--- src/sv/srsd_pkg.sv ---
// shared types, constants and the column map for the record sample deframer
// no dependencies
package srsd_pkg;

  // minimum tag length in bytes
  localparam int unsigned TAG_BYTES = 32;
  // minimum sample length in bytes
  localparam int unsigned MIN_SAMPLE_BYTES = 3;
  // tag byte offsets
  localparam logic [7:0] TAG_SCANS_LO  = 8'd10;
  localparam logic [7:0] TAG_SCANS_HI  = 8'd11;
  localparam logic [7:0] TAG_CHANNELS  = 8'd12;
  localparam logic [7:0] TAG_LENGTH    = 8'd13;
  localparam logic [7:0] TAG_SAMPLELEN = 8'd17;
  // most channel slots emitted per scan
  localparam int unsigned EMIT_SLOTS = 5;
  // queue between front and back
  localparam int unsigned QDEPTH = 4;
  localparam int unsigned QPTR_W = $clog2(QDEPTH);
  localparam int unsigned QCNT_W = $clog2(QDEPTH + 1);

  // which byte of a sample a queued word carries
  typedef enum logic [1:0] {
    OP_LOW  = 2'd0,
    OP_MID  = 2'd1,
    OP_HIGH = 2'd2
  } srsd_op_kind_t;

  // one classified payload byte
  typedef struct packed {
    srsd_op_kind_t kind;
    logic [7:0]    data;
    logic [2:0]    column;
    logic [15:0]   scan;
    logic [15:0]   record;
    logic          last;
  } srsd_op_t;

  // queue occupancy and strobes
  typedef struct packed {
    logic              push;
    logic              pop;
    logic              full;
    logic              empty;
    logic [QCNT_W-1:0] count;
  } srsd_qstat_t;

  // slot to destination column
  function automatic logic [2:0] col_map(input logic [2:0] slot);
    logic [2:0] c;
    case (slot)
      3'd0:    c = 3'd3;
      3'd1:    c = 3'd4;
      3'd2:    c = 3'd0;
      3'd3:    c = 3'd1;
      3'd4:    c = 3'd2;
      default: c = 3'd0;
    endcase
    return c;
  endfunction

endpackage

--- src/sv/srsd_ifs.sv ---
// valid/ready channel interfaces for the byte input and the sample output
// depends on nothing
interface srsd_byte_if;
  logic       valid;
  logic       ready;
  logic [7:0] data_byte;
  modport source (output valid, output data_byte, input ready);
  modport sink   (input valid, input data_byte, output ready);
endinterface

interface srsd_sample_if;
  logic               valid;
  logic               ready;
  logic signed [23:0] sample_value;
  logic        [2:0]  column;
  logic        [15:0] scan_index;
  logic        [15:0] record_index;
  logic               last_of_record;
  modport source (output valid, output sample_value, output column, output scan_index,
                  output record_index, output last_of_record, input ready);
  modport sink   (input valid, input sample_value, input column, input scan_index,
                  input record_index, input last_of_record, output ready);
endinterface

--- src/sv/srsd_front.sv ---
// front part: takes bytes, parses tags, tracks scan/channel/sample counters
// depends on srsd_pkg and srsd_byte_if
module srsd_front
  import srsd_pkg::*;
(
  input  logic             clk,
  input  logic             rst_n,
  srsd_byte_if.sink        in_if,
  input  logic             q_full,
  output logic             push,
  output srsd_op_t         push_op
);

  logic        in_payload_r, in_payload_nxt;
  logic [7:0]  tag_cnt_r, tag_cnt_nxt;
  logic [15:0] spr_r, spr_nxt;
  logic [7:0]  chan_cnt_r, chan_cnt_nxt;
  logic [7:0]  tag_len_r, tag_len_nxt;
  logic [7:0]  samp_len_r, samp_len_nxt;
  logic [15:0] scan_r, scan_nxt;
  logic [7:0]  chan_r, chan_nxt;
  logic [7:0]  sbc_r, sbc_nxt;
  logic [15:0] rec_r, rec_nxt;

  logic        acc;
  logic [7:0]  b;
  logic [2:0]  emitted;
  logic        last;

  assign in_if.ready = !q_full;
  assign acc         = in_if.valid && in_if.ready;
  assign b           = in_if.data_byte;

  // emitted slots per scan and the last-sample flag
  assign emitted = (chan_cnt_r < 8'(EMIT_SLOTS)) ? chan_cnt_r[2:0] : 3'(EMIT_SLOTS);
  assign last    = (({1'b0, scan_r} + 17'd1) == {1'b0, spr_r}) &&
                   (({1'b0, chan_r} + 9'd1) == {6'd0, emitted});

  // payload word for the queue
  always_comb begin
    push_op.data   = b;
    push_op.column = col_map(chan_r[2:0]);
    push_op.scan   = scan_r;
    push_op.record = rec_r;
    push_op.last   = last;
    case (sbc_r)
      8'd0:    push_op.kind = OP_LOW;
      8'd1:    push_op.kind = OP_MID;
      default: push_op.kind = OP_HIGH;
    endcase
  end

  assign push = acc && in_payload_r && (sbc_r < 8'(MIN_SAMPLE_BYTES)) &&
                (chan_r < 8'(EMIT_SLOTS));

  // tag parse and payload counters
  always_comb begin
    in_payload_nxt = in_payload_r;
    tag_cnt_nxt    = tag_cnt_r;
    spr_nxt        = spr_r;
    chan_cnt_nxt   = chan_cnt_r;
    tag_len_nxt    = tag_len_r;
    samp_len_nxt   = samp_len_r;
    scan_nxt       = scan_r;
    chan_nxt       = chan_r;
    sbc_nxt        = sbc_r;
    rec_nxt        = rec_r;
    if (acc) begin
      if (!in_payload_r) begin
        case (tag_cnt_r)
          TAG_SCANS_LO:  spr_nxt[7:0]  = b;
          TAG_SCANS_HI:  spr_nxt[15:8] = b;
          TAG_CHANNELS:  chan_cnt_nxt  = b;
          TAG_LENGTH:    tag_len_nxt   = (b < 8'(TAG_BYTES)) ? 8'(TAG_BYTES) : b;
          TAG_SAMPLELEN: samp_len_nxt  = (b < 8'(MIN_SAMPLE_BYTES)) ?
                                         8'(MIN_SAMPLE_BYTES) : b;
          default: ;
        endcase
        if ((tag_cnt_r >= TAG_LENGTH) &&
            (({1'b0, tag_cnt_r} + 9'd1) >= {1'b0, tag_len_nxt})) begin
          tag_cnt_nxt = 8'd0;
          if ((spr_nxt == 16'd0) || (chan_cnt_nxt == 8'd0)) begin
            // empty record ends with its tag
            rec_nxt = rec_r + 16'd1;
          end else begin
            in_payload_nxt = 1'b1;
            scan_nxt       = 16'd0;
            chan_nxt       = 8'd0;
            sbc_nxt        = 8'd0;
          end
        end else begin
          tag_cnt_nxt = tag_cnt_r + 8'd1;
        end
      end else begin
        if (({1'b0, sbc_r} + 9'd1) >= {1'b0, samp_len_r}) begin
          sbc_nxt = 8'd0;
          if (({1'b0, chan_r} + 9'd1) >= {1'b0, chan_cnt_r}) begin
            chan_nxt = 8'd0;
            if (({1'b0, scan_r} + 17'd1) >= {1'b0, spr_r}) begin
              scan_nxt       = 16'd0;
              rec_nxt        = rec_r + 16'd1;
              in_payload_nxt = 1'b0;
              tag_cnt_nxt    = 8'd0;
            end else begin
              scan_nxt = scan_r + 16'd1;
            end
          end else begin
            chan_nxt = chan_r + 8'd1;
          end
        end else begin
          sbc_nxt = sbc_r + 8'd1;
        end
      end
    end
  end

  always_ff @(posedge clk) begin
    if (!rst_n) begin
      in_payload_r <= 1'b0;
      tag_cnt_r    <= 8'd0;
      spr_r        <= 16'd0;
      chan_cnt_r   <= 8'd0;
      tag_len_r    <= 8'(TAG_BYTES);
      samp_len_r   <= 8'(MIN_SAMPLE_BYTES);
      scan_r       <= 16'd0;
      chan_r       <= 8'd0;
      sbc_r        <= 8'd0;
      rec_r        <= 16'd0;
    end else begin
      in_payload_r <= in_payload_nxt;
      tag_cnt_r    <= tag_cnt_nxt;
      spr_r        <= spr_nxt;
      chan_cnt_r   <= chan_cnt_nxt;
      tag_len_r    <= tag_len_nxt;
      samp_len_r   <= samp_len_nxt;
      scan_r       <= scan_nxt;
      chan_r       <= chan_nxt;
      sbc_r        <= sbc_nxt;
      rec_r        <= rec_nxt;
    end
  end

endmodule

--- src/sv/srsd_queue.sv ---
// short queue of classified payload words between front and back
// depends on srsd_pkg
module srsd_queue
  import srsd_pkg::*;
(
  input  logic        clk,
  input  logic        rst_n,
  input  logic        push,
  input  srsd_op_t    push_op,
  input  logic        pop,
  output logic        head_valid,
  output srsd_op_t    head_op,
  output srsd_qstat_t stat
);

  srsd_op_t          mem_r [QDEPTH];
  logic [QPTR_W-1:0] wptr_r, wptr_nxt;
  logic [QPTR_W-1:0] rptr_r, rptr_nxt;
  logic [QCNT_W-1:0] count_r, count_nxt;
  logic              do_push, do_pop;

  assign do_push = push && (count_r != QCNT_W'(QDEPTH));
  assign do_pop  = pop && (count_r != '0);

  assign head_valid = (count_r != '0);
  assign head_op    = mem_r[rptr_r];

  assign stat.push  = push;
  assign stat.pop   = pop;
  assign stat.full  = (count_r == QCNT_W'(QDEPTH));
  assign stat.empty = (count_r == '0);
  assign stat.count = count_r;

  // pointer and count update
  always_comb begin
    wptr_nxt  = do_push ? wptr_r + QPTR_W'(1) : wptr_r;
    rptr_nxt  = do_pop ? rptr_r + QPTR_W'(1) : rptr_r;
    count_nxt = count_r + QCNT_W'(do_push) - QCNT_W'(do_pop);
  end

  always_ff @(posedge clk) begin
    if (!rst_n) begin
      wptr_r  <= '0;
      rptr_r  <= '0;
      count_r <= '0;
    end else begin
      wptr_r  <= wptr_nxt;
      rptr_r  <= rptr_nxt;
      count_r <= count_nxt;
    end
  end

  // storage
  always_ff @(posedge clk) begin
    if (do_push) begin
      mem_r[wptr_r] <= push_op;
    end
  end

endmodule

--- src/sv/srsd_back.sv ---
// back part: assembles 24-bit samples and holds the result word for output
// depends on srsd_pkg and srsd_sample_if
module srsd_back
  import srsd_pkg::*;
(
  input  logic          clk,
  input  logic          rst_n,
  input  logic          head_valid,
  input  srsd_op_t      head_op,
  output logic          pop,
  srsd_sample_if.source out_if
);

  logic [15:0]        acc_r, acc_nxt;
  logic               out_valid_r, out_valid_nxt;
  logic signed [23:0] value_r;
  logic [2:0]         column_r;
  logic [15:0]        scan_r;
  logic [15:0]        rec_r;
  logic               last_r;
  logic               load;

  // a high byte waits only while the output register holds a result that is not being taken
  assign pop  = head_valid &&
                ((head_op.kind != OP_HIGH) || !out_valid_r || out_if.ready);
  assign load = pop && (head_op.kind == OP_HIGH);

  always_comb begin
    acc_nxt = acc_r;
    if (pop) begin
      case (head_op.kind)
        OP_LOW:  acc_nxt[7:0]  = head_op.data;
        OP_MID:  acc_nxt[15:8] = head_op.data;
        default: ;
      endcase
    end
    if (load) begin
      out_valid_nxt = 1'b1;
    end else if (out_if.ready) begin
      out_valid_nxt = 1'b0;
    end else begin
      out_valid_nxt = out_valid_r;
    end
  end

  always_ff @(posedge clk) begin
    if (!rst_n) begin
      out_valid_r <= 1'b0;
      acc_r       <= 16'd0;
    end else begin
      out_valid_r <= out_valid_nxt;
      acc_r       <= acc_nxt;
    end
  end

  // result payload
  always_ff @(posedge clk) begin
    if (load) begin
      value_r  <= {head_op.data, acc_r};
      column_r <= head_op.column;
      scan_r   <= head_op.scan;
      rec_r    <= head_op.record;
      last_r   <= head_op.last;
    end
  end

  assign out_if.valid          = out_valid_r;
  assign out_if.sample_value   = value_r;
  assign out_if.column         = column_r;
  assign out_if.scan_index     = scan_r;
  assign out_if.record_index   = rec_r;
  assign out_if.last_of_record = last_r;

endmodule

--- src/sv/sensor_record_sample_deframer_top.sv ---
// top level of the record sample deframer: front, queue and back
// depends on srsd_pkg, srsd_ifs, srsd_front, srsd_queue, srsd_back
//
// channel  dir  signals                                                    word
// in_if    in   valid, ready, data_byte[7:0]                               one stream byte
// out_if   out  valid, ready, sample_value[23:0], column[2:0],             one sample
//               scan_index[15:0], record_index[15:0], last_of_record
//
// one byte is taken per cycle while the four-word queue has room
// a sample is loaded into the output register when its third byte leaves the queue, then
// sits in the output register until taken
// the output register alone limits the rate: a stalled output fills the queue
// and then holds in_if.ready low
// reset is synchronous and active low; no clearing pass
module sensor_record_sample_deframer_top
  import srsd_pkg::*;
(
  input  logic          clk,
  input  logic          rst_n,
  srsd_byte_if.sink     in_if,
  srsd_sample_if.source out_if
);

  logic        push;
  srsd_op_t    push_op;
  logic        pop;
  logic        head_valid;
  srsd_op_t    head_op;
  srsd_qstat_t qstat;

  srsd_front u_front (
    .clk     (clk),
    .rst_n   (rst_n),
    .in_if   (in_if),
    .q_full  (qstat.full),
    .push    (push),
    .push_op (push_op)
  );

  srsd_queue u_queue (
    .clk        (clk),
    .rst_n      (rst_n),
    .push       (push),
    .push_op    (push_op),
    .pop        (pop),
    .head_valid (head_valid),
    .head_op    (head_op),
    .stat       (qstat)
  );

  srsd_back u_back (
    .clk        (clk),
    .rst_n      (rst_n),
    .head_valid (head_valid),
    .head_op    (head_op),
    .pop        (pop),
    .out_if     (out_if)
  );

  // no push into a full queue
  a_no_overflow: assert property (@(posedge clk) disable iff (!rst_n)
    qstat.full |-> !qstat.push)
    else $error("push into full queue");

  // no pop from an empty queue
  a_no_underflow: assert property (@(posedge clk) disable iff (!rst_n)
    qstat.empty |-> !qstat.pop)
    else $error("pop from empty queue");

  // occupancy rises by one on a push without a pop
  a_count_track: assert property (@(posedge clk) disable iff (!rst_n)
    (qstat.push && !qstat.pop) |=> (qstat.count == $past(qstat.count) + QCNT_W'(1)))
    else $error("queue count did not advance on push");

  // a waiting result holds while the queue keeps the next high byte back
  a_out_hold: assert property (@(posedge clk) disable iff (!rst_n)
    (out_if.valid && !out_if.ready) |=> (out_if.valid && $stable(out_if.sample_value)))
    else $error("result lost while stalled");

endmodule
--- src/flat_wrapper.sv ---
// flat-port wrapper written by rule: the top's interface ports become plain ports
module sensor_record_sample_deframer_top_flat import srsd_pkg::*;
  (clk, rst_n, in_if_valid, in_if_data_byte, in_if_ready, out_if_valid, out_if_sample_value, out_if_column, out_if_scan_index, out_if_record_index, out_if_last_of_record, out_if_ready);
  srsd_byte_if in_if_i ();
  srsd_sample_if out_if_i ();
  input  logic clk;
  input  logic rst_n;
  input wire logic [$bits(in_if_i.valid)-1:0] in_if_valid;
  input wire logic [$bits(in_if_i.data_byte)-1:0] in_if_data_byte;
  output wire logic [$bits(in_if_i.ready)-1:0] in_if_ready;
  output wire logic [$bits(out_if_i.valid)-1:0] out_if_valid;
  output wire logic [$bits(out_if_i.sample_value)-1:0] out_if_sample_value;
  output wire logic [$bits(out_if_i.column)-1:0] out_if_column;
  output wire logic [$bits(out_if_i.scan_index)-1:0] out_if_scan_index;
  output wire logic [$bits(out_if_i.record_index)-1:0] out_if_record_index;
  output wire logic [$bits(out_if_i.last_of_record)-1:0] out_if_last_of_record;
  input wire logic [$bits(out_if_i.ready)-1:0] out_if_ready;
  assign in_if_i.valid = in_if_valid;
  assign in_if_i.data_byte = in_if_data_byte;
  assign in_if_ready = in_if_i.ready;
  assign out_if_valid = out_if_i.valid;
  assign out_if_sample_value = out_if_i.sample_value;
  assign out_if_column = out_if_i.column;
  assign out_if_scan_index = out_if_i.scan_index;
  assign out_if_record_index = out_if_i.record_index;
  assign out_if_last_of_record = out_if_i.last_of_record;
  assign out_if_i.ready = out_if_ready;
  sensor_record_sample_deframer_top u_core (.clk(clk), .rst_n(rst_n), .in_if(in_if_i), .out_if(out_if_i));
endmodule
--- config.mk ---
export PLATFORM = sky130hd
export DESIGN_NAME = sensor_record_sample_deframer_top_flat
export DESIGN_NICKNAME = d
export VERILOG_FILES = /design/src/sv/srsd_pkg.sv /design/src/sv/srsd_ifs.sv /design/src/sv/srsd_front.sv /design/src/sv/srsd_queue.sv /design/src/sv/srsd_back.sv /design/src/sv/sensor_record_sample_deframer_top.sv /design/src/flat_wrapper.sv
export SDC_FILE = /design/constraint.sdc
export NUM_CORES = 1
export LEC_CHECK = 0
export BUFFER_PORTS_ARGS = -buffer_cell sky130_fd_sc_hd__buf_4
export CAP_MARGIN = 20
export CORE_MARGIN = 3
export CORE_UTILIZATION = 45
export DETAILED_ROUTE_END_ITERATION = 8
export PLACE_DENSITY_LB_ADDON = 0.25
export SLEW_MARGIN = 20
export SYNTH_ARGS = -nofsm -noshare
export SYNTH_HDL_FRONTEND = slang
export SYNTH_SLANG_ARGS = --single-unit
export TNS_END_PERCENT = 5
--- constraint.sdc ---
create_clock -name clk -period 8.35 [get_ports clk]
set_clock_uncertainty 0.1 [all_clocks]
set_input_delay 1.67 -clock clk [delete_from_list [all_inputs] [get_ports clk]]
set_output_delay 1.67 -clock clk [all_outputs]
set_load 0.03 [all_outputs]
# --- Word level (Yosys, flattened, before mapping) ---
# Memories as Yosys holds them, arrays and structs flattened. A register that Yosys moved wholly into a read port is not among the register bits.
# Index checks and enable logic that the tools add are counted.
op_classes:
  add_sub_neg: 13
  mul: 0
  n_div: 0
  order_cmp: 10
  n_eq_ne: 20
  shift: 0
  mux: 53
  n_bitwise: 1
  n_reduce_logical: 33
ops:
  columns: ["cell", "count"]
  rows:
  - ["8-bit two-way mux", 26]
  - ["16-bit two-way mux", 12]
  - ["16-bit by 1-bit adder with 16-bit output, second input constant", 2]
  - ["8-bit by 4-bit == test with 1-bit output, second input constant", 4]
  - ["8-bit by 1-bit adder with 9-bit output, second input constant", 3]
  - ["9-bit by 8-bit >= comparator with 1-bit output", 3]
  - ["8-bit by 1-bit adder with 8-bit output, second input constant", 3]
  - ["16-bit by 1-bit adder with 17-bit output, second input constant", 1]
  - ["17-bit by 16-bit == test with 1-bit output", 1]
  - ["17-bit by 16-bit >= comparator with 1-bit output", 1]
  - ["16-bit zero test", 1]
  - ["8-bit zero test", 2]
  - ["8-bit by 2-bit less-than comparator with 1-bit output, second input constant", 2]
  - ["8-bit by 3-bit less-than comparator with 1-bit output, second input constant", 2]
  - ["3-bit one-hot mux with 4 select lines", 1]
  - ["1-bit logical AND", 10]
  - ["1-bit two-way mux", 10]
  - ["9-bit by 3-bit == test with 1-bit output", 1]
  - ["8-bit by 1-bit == test with 1-bit output, second input constant", 1]
  - ["8-bit by 5-bit == test with 1-bit output, second input constant", 1]
  - ["8-bit by 4-bit >= comparator with 1-bit output, second input constant", 1]
  - ["8-bit by 6-bit less-than comparator with 1-bit output, second input constant", 1]
  - ["4-bit AND reduction", 2]
  - ["3-bit == test, second input constant", 2]
  - ["other kinds (24)", 37]
word_totals:
  register_bits: 181
  latchBits: 0
  ram_bits: 184
  romBits: 0
  input_bits: 12
  out_inout_bits: 62
  elab_cells: 152
  mem_count: 1
memory_table:
  columns: ["memory", "words", "width", "rd", "rd_clocked_by_memory_dff", "wr", "line_no", "rtl"]
  rows:
  - ["u_core.u_queue.mem_r", 4, 46, 1, 1, 1, "srsd_queue.sv:16", "srsd_op_t mem_r [QDEPTH];"]

# --- Depth between registers and ports, before layout ---
depth:
  word_depth: 9
  depth_mapped: 15
  ltp_nobuf: 14

# --- Hierarchy ---
# From an unflattened synthesis, not the netlist that was laid out.
hier_totals:
  hier_cells: 1241
  hier_area_um2: 16213.0
by_module_without_submodules:
  columns: ["mod", "n_inst", "cells_each", "area_each_um2", "seq_area_each_um2"]
  rows:
  - ["srsd_queue", 1, 293, 7201.9, 5705.5]
  - ["srsd_front", 1, 818, 6510.0, 1941.9]
  - ["srsd_back", 1, 130, 2501.1, 2142.1]

# --- Worst setup path before layout ---
# Ideal clock, no wire load.
synth_path:
  path_kind: "input-to-reg"
  startpoint: "input port in_if_data_byte[6]"
  endpoint: "register u_core.u_front.chan_r[7]"
  setup_ns: 0.071
  arrival_time_ns: 3.991
  t_required_ns: 8.179
  setup_slack_ns: 4.188
  cell_stages: 12
  path_buffers: 1
  path_cell_list: "or3_4 and3_1 a21oi_1 ha_1 a21oi_1 o21ai_0 a21oi_1 o21ai_1 nand4_1 buf_2 or3_1 a21oi_1"
synth_via:
  elab_chain_cells: 9
  word_cells_on_any_way: 22
  classes_between: "order compare (2); eq/ne (1); mux (13); reduce/logical (6)"
synth_rtl:
  columns: ["element", "line_no", "rtl"]
  rows:
  - ["start, declared", "flat_wrapper.sv:9", "input wire logic [$bits(in_if_i.data_byte)-1:0] in_if_data_byte;"]
  - ["8-bit by 6-bit less-than comparator with 1-bit output", "srsd_front.sv:74", "TAG_LENGTH: tag_len_nxt = (b < 8'(TAG_BYTES)) ? 8'(TAG_BYTES) : b;"]
  - ["8-bit two-way mux", "srsd_front.sv:74", null]
  - ["8-bit two-way mux", "srsd_front.sv:70", "case (tag_cnt_r)"]
  - ["8-bit two-way mux", "srsd_front.sv:69", "if (!in_payload_r) begin"]
  - ["8-bit two-way mux", "srsd_front.sv:68", "if (acc) begin"]
  - ["9-bit by 8-bit >= comparator with 1-bit output", "srsd_front.sv:80", "(({1'b0, tag_cnt_r} + 9'd1) >= {1'b0, tag_len_nxt})) begin"]
  - ["1-bit logical AND", "srsd_front.sv:79", "if ((tag_cnt_r >= TAG_LENGTH) &&"]
  - ["2-bit nonzero test (no source line)", null, null]
  - ["4-bit AND reduction (no source line) (*)", null, null]
  - ["end signal, assigned", "srsd_front.sv:137", "chan_r <= chan_nxt;"]
  - ["end, declared", "srsd_front.sv:21", "logic [7:0] chan_r, chan_nxt;"]
# Every way passes the cells marked *; elsewhere a longest branch is shown, timed or not. The select of a mux whose other input is x is not followed.
# A chain may end at the register's enable or synchronous reset.

# --- Worst setup path after layout ---
layout_path:
  startpoint: "input port in_if_data_byte[6]"
  endpoint: "register u_core.u_front.chan_r[3]"
# The elaborated chain is that of the path after synthesis.

==> flow_summary.yaml <==
logic_synthesis:
  synth_fa_ha_area_share_pct: 4.85
  synth_top_cells_by_count: "244 x edfxtp_1, 123 x dfxtp_1, 92 x nor2_1, 87 x nand2_1, 70 x mux2i_1"
  yosys_warnings: 0
  netlist.area_leader.share_pct: 46.1
  async_reset_ff_share_pct: 0
  synth.area.top_cells: "edfxtp_1 46%, dfxtp_1 15%, mux4_2 6.5%"
  synth_mux_area_share_pct: 11.1
  ys_ff_latch: 367
  synth_compound_area_share_pct: 5.50
  netlist_area_um2: 15900
  synth.most_common_cell: "edfxtp_1"
  synthDistinctLibCells: 70
  avgSynthCellArea_um2: 13.3
  synth_xor_area_share_pct: 1.93
  yosysSeqAreaShare_pct: 61.6
  yosys.area.top_type: "edfxtp_1"
  synth_top_family_by_area: "simple AND/OR/NAND/NOR gates"
  synth_edf_count: 244
  synth_simple_gate_area_share_pct: 12.5
  yosys_most_used_dff: "edfxtp_1"
  syn_nets: 1272
  syn_inst: 1199
clock_tree:
  cts_hold_buf: 0
  cts_buffers: 40
  insertion_delay_ns: 0.55
  cts_setup_buffers: 0
  htree_levels: 2
  root_buffer: "clkbuf_16"
  clk_path_buf_depth: 3
  clk_pin_slew_ns: 0.06
  cts-resized-gates: 0
  cts_tree: "done"
  clock-sinks: 367
detailed_routing:
  drt_wl_total_mm: 32.4
  postRouteAntennaNets: 0
  vias: 9645
  drt_iter0_drc: 641
  wl_per_cell_um: 18.4
  drc_errors: 0
  routed_via_density: 5.48
  firstDrtPassIters: 5
grt:
  grt_pass1_vias: 9525
  grt_pass1_wl_mm: 52.8
  antenna_found_initial: 1
  grt_max_degree: 76
  grt_util_all_layers_pct: 17.3
  grt_overflow: 0
finish:
  nets: 1348
  syn2layout_area_growth_pct: 14.7
  final_util_pct: 52.5
  layout-drive-gt1-share_pct: 17.2
  antenna_cells: 0
setup_path:
  cp-end-kind: "register"
  start_kind: "input port"
  r2r_start: "u_core.u_front.scan_r[2]$_SDFFE_PN0P_"
  arrival_ns: 5.13
  cp-startpoint: "in_if_data_byte[6]"
  crit_required_ns: 8.71
  critPathMaxFanout: 14
  crit_type: "input port to register"
power:
  leakage_nw: 6.49
  power_density_nw_per_um2: 255
  irDropWorstVdd_mv: 0.138
sta:
  worst_pin_slew_ns: 1.01
  finalCritPeriodShare_pct: 57.1
  grt_setup_unrepaired: "no"
  setup_viol: 0
  tns_ns: 0
  drv_slew: 0
  hold_viol: 0
  min_period_ns: 4.77
  slew_headroom_pct: 32.3
  fmax_mhz: 210
floorplanning:
  start_util_pct: 45.8
  die_h_um: 194
  ioPinCount: 74
  fp-row-count: 68
  die_area_um2: 37600
  die_w_um: 194
  coreArea_um2: 34700
placement:
  routabilityCongestion: 0.827
  dp.final_hpwl_mm: 20.5
  numPortBuffers: 73
min_path:
  hold_start: "u_core.u_back.acc_r[6]$_SDFFE_PN0P_"
  hold_path.class: "register to register"
run:
  maxCapViolCount: 0
status:
  outcome: "finished, final reports clean"
[layer usage]
| layer | up-vias | share of wire (%) | track usage [%] |
|---|---|---|---|
| met4 | 0 | 1.7 | 4.26 |
| met3 | 44 | 4.3 | 2.57 |
| met2 | 215 | 46 | 27.9 |
| li1 | 4644 | - | - |
| met1 | 4742 | 48 | 24.9 |
| met5 | - | 0 | 0 |
[cell usage in the layout (no fill, tap or decap), types with 13 or more instances in the layout]
cell	count
edfxtp_1	244
dfxtp_1	121
nor2_1	92
nand2_1	87
buf_4	87
mux2i_1	70
ha_1	60
inv_1	52
mux4_2	46
nand3_1	46
o21ai_0	40
clkbuf_16	40
a21oi_1	30
xnor2_1	22
nand4_1	19
nand2b_1	18
and3_1	16
nor3_1	15
xor2_1	13
clkbuf_1	13
[sequential cells by signal, indices dropped and copies added (netlist names), named ones only]
signal and count:
u_core.u_back.acc_r 16, u_core.u_back.out_if.column 3, u_core.u_back.out_if.last_of_record 1, u_core.u_back.out_if.record_index 16, u_core.u_back.out_if.sample_value 24, u_core.u_back.out_if.scan_index 16
u_core.u_back.out_if.valid 1, u_core.u_front.chan_cnt_r 8, u_core.u_front.chan_r 8, u_core.u_front.in_payload_r 1, u_core.u_front.rec_r 16, u_core.u_front.samp_len_r 8
u_core.u_front.sbc_r 8, u_core.u_front.scan_r 16, u_core.u_front.spr_r 16, u_core.u_front.tag_cnt_r 8, u_core.u_front.tag_len_r 8, u_core.u_queue.count_r 3
u_core.u_queue.mem_r 184, u_core.u_queue.rptr_r 2, u_core.u_queue.wptr_r 2
[stage by stage]
| step | std cells | worst slack (ns) | total power (W) | hold WS, ns | instance area (µm²) |
|---|---|---|---|---|---|
| CTS | 1760 | 3.57 | 0.00471 | 0.338 | 18200 |
| global placement | 1687 | 3.09 | 0.00295 | 0.314 | 16900 |
| finish | 1761 | 3.58 | 0.00465 | 0.334 | 18200 |
| floorplan | 1199 | 4.19 | 0.00273 | 0.308 | 15900 |
| detailed placement | 1687 | 2.99 | 0.00297 | 0.315 | 16900 |
| global route | 1761 | 3.31 | 0.00485 | 0.343 | 18200 |
[power by group]
| group | leakage [nW] | switching [W] | total [W] | internal, W |
|---|---|---|---|---|
| Sequential | 3.26 | 0.0000724 | 0.00215 | 0.00208 |
| Combinational | 2.62 | 0.000444 | 0.000774 | 0.000330 |
| Clock | 0.619 | 0.000698 | 0.00172 | 0.00103 |
| Total | 6.49 | 0.00121 | 0.00465 | 0.00343 |
[cell type report]
class                      instances  area [µm²]
inverter                          53         199
multi-input combinational        725        5710
tap                              455         569
sequential                       367        9790
fill                            2913       16500
clock inverter                    19         223
clock buffer                      54        1060
timing repair buffer              88         681
[critical path, cell delays in order]
cell	delay [ns]
buf_4	0.15
or3_4	0.43
and3_1	0.20
a21oi_1	0.18
ha_1	0.17
nand2_1	0.04
o21ai_0	0.16
a21oi_1	0.13
o21ai_1	0.66
nand4_1	0.57
or3b_2	0.61
a21oi_1	0.15
[worst paths after layout]
check	to	slack [ns]	cells past startpoint
setup / recovery	u_core.u_front.chan_r[3]$_SDFFE_PN0P_	3.58	12
hold / removal	u_core.u_back.out_if.sample_value[6]$_DFFE_PP_	0.33	0
setup reg to reg	u_core.u_front.tag_cnt_r[6]$_SDFFE_PN0P_	3.89	11
hold reg to reg	u_core.u_back.out_if.sample_value[6]$_DFFE_PP_	0.33	0
[logic make-up (layout without fill, tap and decap cells)]
kind of cell             count (synthesis)  after routing
multiplexers                           117            117
buffers and inverters                  107            214
flip-flops                             367            367
AND/OR/NAND/NOR                        379            379
AO/OA/AOI/OAI                          133            133
XOR/XNOR                                35             35
adder cells (fa/ha/maj)                 61             61
No activity file was read; power rests on OpenSTA's default activity.
